==> src/sv/avm_pkg.sv <==
// Shared types, constants and decode functions for the averaging voltmeter display.
package avm_pkg;

	// Control that rides along with each word in the pipeline.
	typedef struct packed {
		logic valid;
		logic tick;
	} avm_stage_t;

	localparam logic CMD_SAMPLE = 1'b0;
	localparam logic CMD_TICK   = 1'b1;

	localparam logic [7:0] SEG_DOT    = 8'h80;
	localparam logic [5:0] SCALE_SPAN = 6'd33;
	localparam logic [5:0] BCD_BASE   = 6'd10;

	// Seven-segment glyphs, a..g in bits 0..6, hex letters above 9.
	function automatic logic [7:0] seg_decode(input logic [3:0] nib);
		logic [7:0] seg;
		case (nib)
			4'h0: seg = 8'h3F;
			4'h1: seg = 8'h06;
			4'h2: seg = 8'h5B;
			4'h3: seg = 8'h4F;
			4'h4: seg = 8'h66;
			4'h5: seg = 8'h6D;
			4'h6: seg = 8'h7D;
			4'h7: seg = 8'h07;
			4'h8: seg = 8'h7F;
			4'h9: seg = 8'h6F;
			4'hA: seg = 8'h77;
			4'hB: seg = 8'h7C;
			4'hC: seg = 8'h39;
			4'hD: seg = 8'h5E;
			4'hE: seg = 8'h79;
			4'hF: seg = 8'h71;
			default: seg = 8'h00;
		endcase
		return seg;
	endfunction

	// Two BCD digits of a value 0..39: tens in the high nibble.
	function automatic logic [7:0] to_bcd(input logic [5:0] v);
		logic [3:0] tens;
		logic [5:0] units;
		if (v >= 3 * BCD_BASE) begin
			tens  = 4'd3;
			units = v - 6'(3 * BCD_BASE);
		end else if (v >= 2 * BCD_BASE) begin
			tens  = 4'd2;
			units = v - 6'(2 * BCD_BASE);
		end else if (v >= BCD_BASE) begin
			tens  = 4'd1;
			units = v - BCD_BASE;
		end else begin
			tens  = 4'd0;
			units = v;
		end
		return {tens, units[3:0]};
	endfunction

endpackage

==> src/sv/avm_acc.sv <==
// Sample accumulator and first pipeline stage.
module avm_acc import avm_pkg::*; #(
	parameter int SAMPLES_PER_AVERAGE = 8,
	parameter int SAMPLE_BITS = 10,
	localparam int SUM_W = SAMPLE_BITS + $clog2(SAMPLES_PER_AVERAGE)
) (
	input  logic                   clk,
	input  logic                   arst_n,
	input  logic                   in_valid,
	output logic                   in_ready,
	input  logic                   cmd,
	input  logic [SAMPLE_BITS-1:0] sample,
	input  logic                   nxt_free,
	output avm_stage_t             stage_s1,
	output logic [SUM_W-1:0]       total_s1
);

	localparam int CNT_W = $clog2(SAMPLES_PER_AVERAGE);
	localparam logic [CNT_W-1:0] LAST_CNT = CNT_W'(SAMPLES_PER_AVERAGE - 1);

	logic [SUM_W-1:0] sum_q;
	logic [CNT_W-1:0] count_q;
	logic [SUM_W-1:0] sum_next;
	logic             is_last;
	logic             accept;
	logic             s1_free;

	assign s1_free  = !stage_s1.valid || nxt_free;
	assign in_ready = s1_free;
	assign accept   = in_valid && in_ready;
	assign sum_next = sum_q + SUM_W'(sample);
	assign is_last  = (count_q == LAST_CNT);

	always_ff @(posedge clk or negedge arst_n) begin
		if (!arst_n) begin
			sum_q    <= '0;
			count_q  <= '0;
			stage_s1 <= '0;
		end else begin
			if (accept && cmd == CMD_SAMPLE) begin
				if (is_last) begin
					sum_q   <= '0;
					count_q <= '0;
				end else begin
					sum_q   <= sum_next;
					count_q <= count_q + 1'b1;
				end
			end
			// only ticks and group-closing samples go further
			if (s1_free) begin
				stage_s1.valid <= accept && (cmd == CMD_TICK || is_last);
				stage_s1.tick  <= (cmd == CMD_TICK);
			end
		end
	end

	always_ff @(posedge clk) begin
		if (s1_free && accept) begin
			total_s1 <= sum_next;
		end
	end

endmodule

==> src/sv/avm_div.sv <==
// Averaging stage: group sum divided by the group size via reciprocal multiply.
module avm_div import avm_pkg::*; #(
	parameter int SAMPLES_PER_AVERAGE = 8,
	parameter int SAMPLE_BITS = 10,
	localparam int SUM_W = SAMPLE_BITS + $clog2(SAMPLES_PER_AVERAGE)
) (
	input  logic                   clk,
	input  logic                   arst_n,
	input  avm_stage_t             stage_s1,
	input  logic [SUM_W-1:0]       total_s1,
	output logic                   s1_take,
	input  logic                   nxt_free,
	output avm_stage_t             stage_s2,
	output logic [SAMPLE_BITS-1:0] avg_s2
);

	// floor(x*RECIP >> DIV_SH) == floor(x/N) for all x below 2^SUM_W
	localparam int DIV_CW  = $clog2(SAMPLES_PER_AVERAGE);
	localparam int DIV_SH  = SUM_W + 2 * DIV_CW;
	localparam int RECIP_W = DIV_SH + 1;
	localparam int PROD_W  = SUM_W + RECIP_W;
	localparam longint RECIP_VAL =
		((64'sd1 <<< DIV_SH) + SAMPLES_PER_AVERAGE - 1) / SAMPLES_PER_AVERAGE;
	localparam logic [RECIP_W-1:0] RECIP = RECIP_W'(RECIP_VAL);

	logic [PROD_W-1:0] prod;
	logic              s2_free;

	assign s2_free = !stage_s2.valid || nxt_free;
	assign s1_take = s2_free;
	assign prod    = PROD_W'(total_s1) * PROD_W'(RECIP);

	always_ff @(posedge clk or negedge arst_n) begin
		if (!arst_n) begin
			stage_s2 <= '0;
		end else if (s2_free) begin
			stage_s2 <= stage_s1;
		end
	end

	always_ff @(posedge clk) begin
		if (s2_free && stage_s1.valid) begin
			avg_s2 <= prod[DIV_SH +: SAMPLE_BITS];
		end
	end

endmodule

==> src/sv/avm_disp.sv <==
// Scaling to tenths of a volt, BCD store and multiplexed digit output register.
module avm_disp import avm_pkg::*; #(
	parameter int SAMPLE_BITS = 10
) (
	input  logic                   clk,
	input  logic                   arst_n,
	input  avm_stage_t             stage_s2,
	input  logic [SAMPLE_BITS-1:0] avg_s2,
	output logic                   s2_take,
	output logic                   out_valid,
	input  logic                   out_ready,
	output logic [7:0]             segments,
	output logic                   high_digit_enable,
	output logic                   low_digit_enable
);

	localparam int Y_W = SAMPLE_BITS + 6;
	localparam int R_W = SAMPLE_BITS + 1;
	localparam logic [SAMPLE_BITS-1:0] FULL_SCALE = '1;
	localparam logic [SAMPLE_BITS-1:0] HALF_SCALE = FULL_SCALE >> 1;

	logic [7:0]     bcd_q;
	logic           show_high_q;
	logic           out_free;
	logic           adv;
	logic [Y_W-1:0] scaled;
	logic [5:0]     quo;
	logic [R_W-1:0] rem;
	logic [5:0]     tenths;
	logic [7:0]     seg_pick;

	assign out_free = !out_valid || out_ready;
	assign adv      = stage_s2.valid && (!stage_s2.tick || out_free);
	assign s2_take  = !stage_s2.valid || adv;

	// divide by 2^n-1: quotient from top bits, fold it back into the
	// remainder, one correction since the remainder stays below twice the divisor
	assign scaled = Y_W'(avg_s2) * Y_W'(SCALE_SPAN) + Y_W'(HALF_SCALE);
	assign quo    = scaled[Y_W-1:SAMPLE_BITS];
	assign rem    = R_W'(scaled[SAMPLE_BITS-1:0]) + R_W'(quo);
	assign tenths = quo + ((rem >= R_W'(FULL_SCALE)) ? 6'd1 : 6'd0);

	assign seg_pick = show_high_q ? (seg_decode(bcd_q[7:4]) | SEG_DOT)
	                              : seg_decode(bcd_q[3:0]);

	always_ff @(posedge clk or negedge arst_n) begin
		if (!arst_n) begin
			bcd_q       <= '0;
			show_high_q <= 1'b0;
			out_valid   <= 1'b0;
		end else begin
			if (adv && !stage_s2.tick) begin
				bcd_q <= to_bcd(tenths);
			end
			if (adv && stage_s2.tick) begin
				show_high_q <= !show_high_q;
			end
			if (out_free) begin
				out_valid <= stage_s2.valid && stage_s2.tick;
			end
		end
	end

	always_ff @(posedge clk) begin
		if (adv && stage_s2.tick) begin
			segments          <= seg_pick;
			high_digit_enable <= show_high_q;
			low_digit_enable  <= !show_high_q;
		end
	end

`ifndef SYNTHESIS
	a_enable_excl: assert property (@(posedge clk) disable iff (!arst_n)
		out_valid |-> (high_digit_enable != low_digit_enable))
		else $error("digit enables not exclusive");

	a_dot_on_high: assert property (@(posedge clk) disable iff (!arst_n)
		out_valid |-> (segments[7] == high_digit_enable))
		else $error("decimal point does not follow high digit");

	a_digit_toggle: assert property (@(posedge clk) disable iff (!arst_n)
		(stage_s2.valid && stage_s2.tick && out_free)
		|=> (show_high_q != $past(show_high_q)))
		else $error("digit select did not alternate");

	a_bcd_range: assert property (@(posedge clk) disable iff (!arst_n)
		(bcd_q[3:0] <= 4'd9) && (bcd_q[7:4] <= 4'd3))
		else $error("stored reading out of range");
`endif

endmodule

==> src/sv/adc_average_voltmeter_display.sv <==
// A refresh tick word passes stage 1, stage 2 and the digit output register to out_valid.
// Throughput: one word per cycle while in_ready is high; a sample adds to the sum, no result.
// A group-closing sample takes effect before any later tick: it runs the same stages.
// Stages: accumulate, reciprocal-multiply average, scale + BCD / digit output register.
// Reset: arst_n asynchronous, active low; clears sum, count, reading (0.0), low digit first.
module adc_average_voltmeter_display import avm_pkg::*; #(
	parameter int SAMPLES_PER_AVERAGE = 8,
	parameter int SAMPLE_BITS = 10
) (
	input  logic                   clk,
	input  logic                   arst_n,
	// input word
	input  logic                   in_valid,
	output logic                   in_ready,
	input  logic                   cmd,
	input  logic [SAMPLE_BITS-1:0] sample,
	// result word
	output logic                   out_valid,
	input  logic                   out_ready,
	output logic [7:0]             segments,
	output logic                   high_digit_enable,
	output logic                   low_digit_enable
);

	localparam int SUM_W = SAMPLE_BITS + $clog2(SAMPLES_PER_AVERAGE);

	// Stage 1 holds only ticks and the sample that closes a group,
	// carrying the group sum that includes that sample.
	avm_stage_t             stage_s1;
	logic [SUM_W-1:0]       total_s1;
	logic                   s1_take;

	// Stage 2 holds the truncated average for closing samples.
	avm_stage_t             stage_s2;
	logic [SAMPLE_BITS-1:0] avg_s2;
	logic                   s2_take;

	// Each stage moves on when the one after it is empty or emptying, so
	// a waiting display word only stalls words queued behind a tick.
	avm_acc #(
		.SAMPLES_PER_AVERAGE(SAMPLES_PER_AVERAGE),
		.SAMPLE_BITS(SAMPLE_BITS)
	) u_acc (
		.clk      (clk),
		.arst_n   (arst_n),
		.in_valid (in_valid),
		.in_ready (in_ready),
		.cmd      (cmd),
		.sample   (sample),
		.nxt_free (s1_take),
		.stage_s1 (stage_s1),
		.total_s1 (total_s1)
	);

	// Division by the group size is a constant reciprocal multiply, registered.
	avm_div #(
		.SAMPLES_PER_AVERAGE(SAMPLES_PER_AVERAGE),
		.SAMPLE_BITS(SAMPLE_BITS)
	) u_div (
		.clk      (clk),
		.arst_n   (arst_n),
		.stage_s1 (stage_s1),
		.total_s1 (total_s1),
		.s1_take  (s1_take),
		.nxt_free (s2_take),
		.stage_s2 (stage_s2),
		.avg_s2   (avg_s2)
	);

	// Scaling to 0..33 tenths, BCD store, and the alternating digit driver.
	avm_disp #(
		.SAMPLE_BITS(SAMPLE_BITS)
	) u_disp (
		.clk               (clk),
		.arst_n            (arst_n),
		.stage_s2          (stage_s2),
		.avg_s2            (avg_s2),
		.s2_take           (s2_take),
		.out_valid         (out_valid),
		.out_ready         (out_ready),
		.segments          (segments),
		.high_digit_enable (high_digit_enable),
		.low_digit_enable  (low_digit_enable)
	);

endmodule
==> config.mk <==
export PLATFORM = sky130hd
export DESIGN_NAME = adc_average_voltmeter_display
export DESIGN_NICKNAME = d
export VERILOG_FILES = /design/src/sv/avm_pkg.sv /design/src/sv/avm_acc.sv /design/src/sv/avm_div.sv /design/src/sv/avm_disp.sv /design/src/sv/adc_average_voltmeter_display.sv
export SDC_FILE = /design/constraint.sdc
export NUM_CORES = 1
export LEC_CHECK = 0
export ABC_AREA = 0
export ABC_CLOCK_PERIOD_IN_PS = 13100
export BUFFER_PORTS_ARGS = -buffer_cell sky130_fd_sc_hd__buf_2
export CAP_MARGIN = 20
export CORE_MARGIN = 2
export CORE_UTILIZATION = 51
export CTS_BUF_LIST = sky130_fd_sc_hd__clkbuf_16
export DETAILED_ROUTE_END_ITERATION = 10
export PLACE_DENSITY = 0.77
export SYNTH_ARGS = -nofsm -noshare
export SYNTH_HDL_FRONTEND = slang
export SYNTH_SLANG_ARGS = --single-unit
==> constraint.sdc <==
create_clock -name clk -period 13.1 [get_ports clk]
set_input_delay 0.655 -clock clk [delete_from_list [all_inputs] [get_ports clk]]
set_output_delay 0.655 -clock clk [all_outputs]
set_load 0.01 [all_outputs]
==> metrics.txt <==
max_slew headroom 42.05%; worst path arrival time 8.10 ns; Final Non-Filler Cells 605; largest net degree at the start of global routing 29; kind of cell adding the most delay to the critical path compound AO/OA/AOI/OAI gates; GR peak layer met2; diodes inserted 0; status complete, no violations; RSZ-0062 raised after global routing no; Rows 34; # Post-CTS Setup Buffers 0; GRT Residual Overflow 0; # IOs 27; Syn Area/Cell 9.661 um^2; DR iter-0 viols 133; average routed wire per standard cell 15.51 um; CTS tree done; WHS 0.3487 ns; worst slew pin tran 0.8661 ns; maxcap violations 0; Top FF cell, synth edfxtp_1; LEAKAGE 2.252 nW; CP Max Fanout 7; total iterations of the first detailed-routing run 5; worst endpoint required time 13.33 ns; Post-synth EDFFs 30; Total Neg Setup Slack 0 ns; clock skew 0.004706 ns; clock slew at reported path FFs 0.05 ns; Final HPWL DP 6984 um; global-route wire length before repair 16140 um; Yosys reg bits 58; Tmin final 7.874 ns; Root Driver clkbuf_16; Slowest-stage cell, CP fa_1; most used cell along the critical path ha_1; All-Layer GR Usage 20.74%; number of setup violations in the final report 0; dpl cells 589; fin nets 563; synthesized cell area 4512 um^2; pwr dens 282.5 nW/um^2; met1 Usage GRT 26.45%; Seq/Total Area, Yosys 35.50%; post-route ant nets 0; CP Capture Type register; crit share post-route 60.11%; GRT met3 Usage 2.863%; core area 8636 um^2; Post-Syn Nets 538; met2 Track Usage GR 34.98%; layout cells sized above 1 13.48%; clk sinks 58; Layout area overhead 11.34%; Starting Density 52.25%; PostCTS Resize Cnt 0; final wirelength 9386 um; pre-CTS setup slack 5.316 ns; vias in the first global route 3452; CP bufs+invs 4; crit path launch type register; Placer Congestion 0.8594; Max Freq 0.1270 GHz; critical path type reg2reg; Peak VDD IR 0.1487 mV; H-tree Lvls 3; cts bufs inserted 9; vias 3562; CTS Hold Bufs 0; Via density 5.888; final hold vios 0; Max Slew Vio Count 0; Worst-Skew Late Latency 0.32 ns; Chip Width 98.06 um; detailed-route DRC error count 0; fin worst setup slack 5.226 ns; final core occ 58.17%; port buffer count 26; Ys Warns 0; CTS max path bufs 2; slowest stage delay, CP 0.51 ns; cell count after synthesis 467; initial antenna violation count 0; Die Y 98.06 um; Die ar. 9615 um^2; Hold Path Class in2async; Distinct cells, synth 78; ys async rst share 48.28%
==> cells in the final DEF (no fill, tap or decap), types with 7 or more instances in the layout <==
cell type,n
buf_2,26
a21oi_1,29
dfrtp_1,28
a22o_1,8
nand2b_1,11
xnor2_1,13
clkbuf_16,9
a21o_1,7
nor3_1,13
xor2_1,9
nand3_1,7
nand2_1,44
edfxtp_1,30
nor2b_1,9
inv_1,38
o21ai_0,25
nor2_1,28
ha_1,50
==> power by group <==
part,internal (mW),leakage (nW),total [mW],switching (mW)
sequential,0.271,0.629,0.319,0.0480
combinational,0.355,1.47,0.859,0.504
clock,0.164,0.148,0.242,0.0782
total,0.790,2.25,1.42,0.630
==> worst register-to-register path, delay by kind of cell, from the launching register on <==
family | cells | cell delay, ns
and+or+nand+nor | 8 | 1.40
AOI/OAI and AO/OA | 13 | 2.72
DFF | 1 | 0.43
adders and majority gates | 7 | 2.36
buffers and inverters | 4 | 0.36
xor gates and xnor gates | 2 | 0.55
==> synthesized netlist by cell type, types with 3 or more instances <==
cell      number  area share [%]
a211oi_1       5            0.83
a21boi_0       3            0.50
a21o_1         7             1.2
a21oi_1       29             3.2
a22o_1         8             1.6
a31oi_1        4            0.55
and2_1         3            0.42
clkbuf_1       8            0.67
dfrtp_1       28              16
edfxtp_1      30              20
fa_1           6             2.7
ha_1          50              14
inv_1         38             3.2
mux2_2         5             1.2
mux2i_1        5             1.1
nand2_1       44             3.7
nand2b_1      11             1.5
nand3_1        7            0.78
nor2_1        28             2.3
nor2b_1        9             1.2
nor3_1        13             1.4
o21ai_0       25             2.8
o21ai_1        3            0.33
o21bai_1       3            0.50
or3_1          3            0.42
xnor2_1       13             2.5
xor2_1         9             1.7
==> cells by family (layout without fill, tap and decap cells) <==
| group | Yosys count | in the layout | synth area share, % |
|---|---|---|---|
| AO/OA/AOI/OAI | 125 | 125 | 19.55 |
| XOR/XNOR | 23 | 23 | 4.631 |
| buffers and inverters | 54 | 84 | 4.964 |
| flip-flops | 58 | 58 | 35.50 |
| multiplexers | 11 | 11 | 2.856 |
| adder cells (fa/ha/maj) | 56 | 56 | 16.53 |
| AND/OR/NAND/NOR | 140 | 140 | 15.97 |
==> worst paths after layout <==
check                                             from                              to  slack [ns]  cells after the start
hold reg to reg            u_acc.total_s1[6]$_DFFE_PP_       u_div.avg_s2[3]$_DFFE_PP_        0.42                      0
hold / removal                                  arst_n  u_disp.show_high_q$_DFFE_PN0P_        0.35                      1
min in group clk           u_acc.total_s1[6]$_DFFE_PP_       u_div.avg_s2[3]$_DFFE_PP_        0.42                      0
setup reg to reg             u_div.avg_s2[2]$_DFFE_PP_     u_disp.bcd_q[3]$_DFFE_PN0P_        5.23                     34
max in group asynchronous                       arst_n     u_acc.sum_q[11]$_DFFE_PN0P_       12.33                      1
setup / recovery             u_div.avg_s2[2]$_DFFE_PP_     u_disp.bcd_q[3]$_DFFE_PN0P_        5.23                     34
==> state kept, by name, summed over array words and instances, names as in the netlist <==
register                  cells
u_acc.sum_q                  13
u_disp.bcd_q                  6
u_disp.out_valid              1
u_acc.stage_s1                2
u_disp.low_digit_enable       1
u_disp.segments               8
u_div.avg_s2                 10
u_acc.count_q                 3
u_acc.total_s1               10
u_disp.high_digit_enable      1
u_disp.show_high_q            1
u_div.stage_s2                2
==> final cells by class <==
| class | count | area, um^2 |
|---|---|---|
| tap | 108 | 135.1 |
| multi-input combinational | 355 | 2686 |
| sequential | 58 | 1602 |
| clock buffer | 9 | 225.2 |
| clock inverter | 7 | 83.83 |
| timing repair buffer | 27 | 137.6 |
| fill | 731 | 3612 |
| inverter | 41 | 153.9 |
==> stage by stage <==
stage / area, um^2 / power (mW)
after global routing: 5024 / 1.548
after CTS: 5024 / 1.419
final: 5024 / 1.419
after floorplan: 4512 / 0.9965
after detailed placement: 4715 / 1.164
after global placement: 4715 / 1.138
==> layer usage <==
| metal | share of wire (%) | wire length, um |
|---|---|---|
| met5 | 0 | 0 |
| met4 | 2.1 | 197 |
| met3 | 4.0 | 373 |
| met2 | 50 | 4715 |
| met1 | 44 | 4099 |
Note: power is estimated with default switching activity, not from simulation.
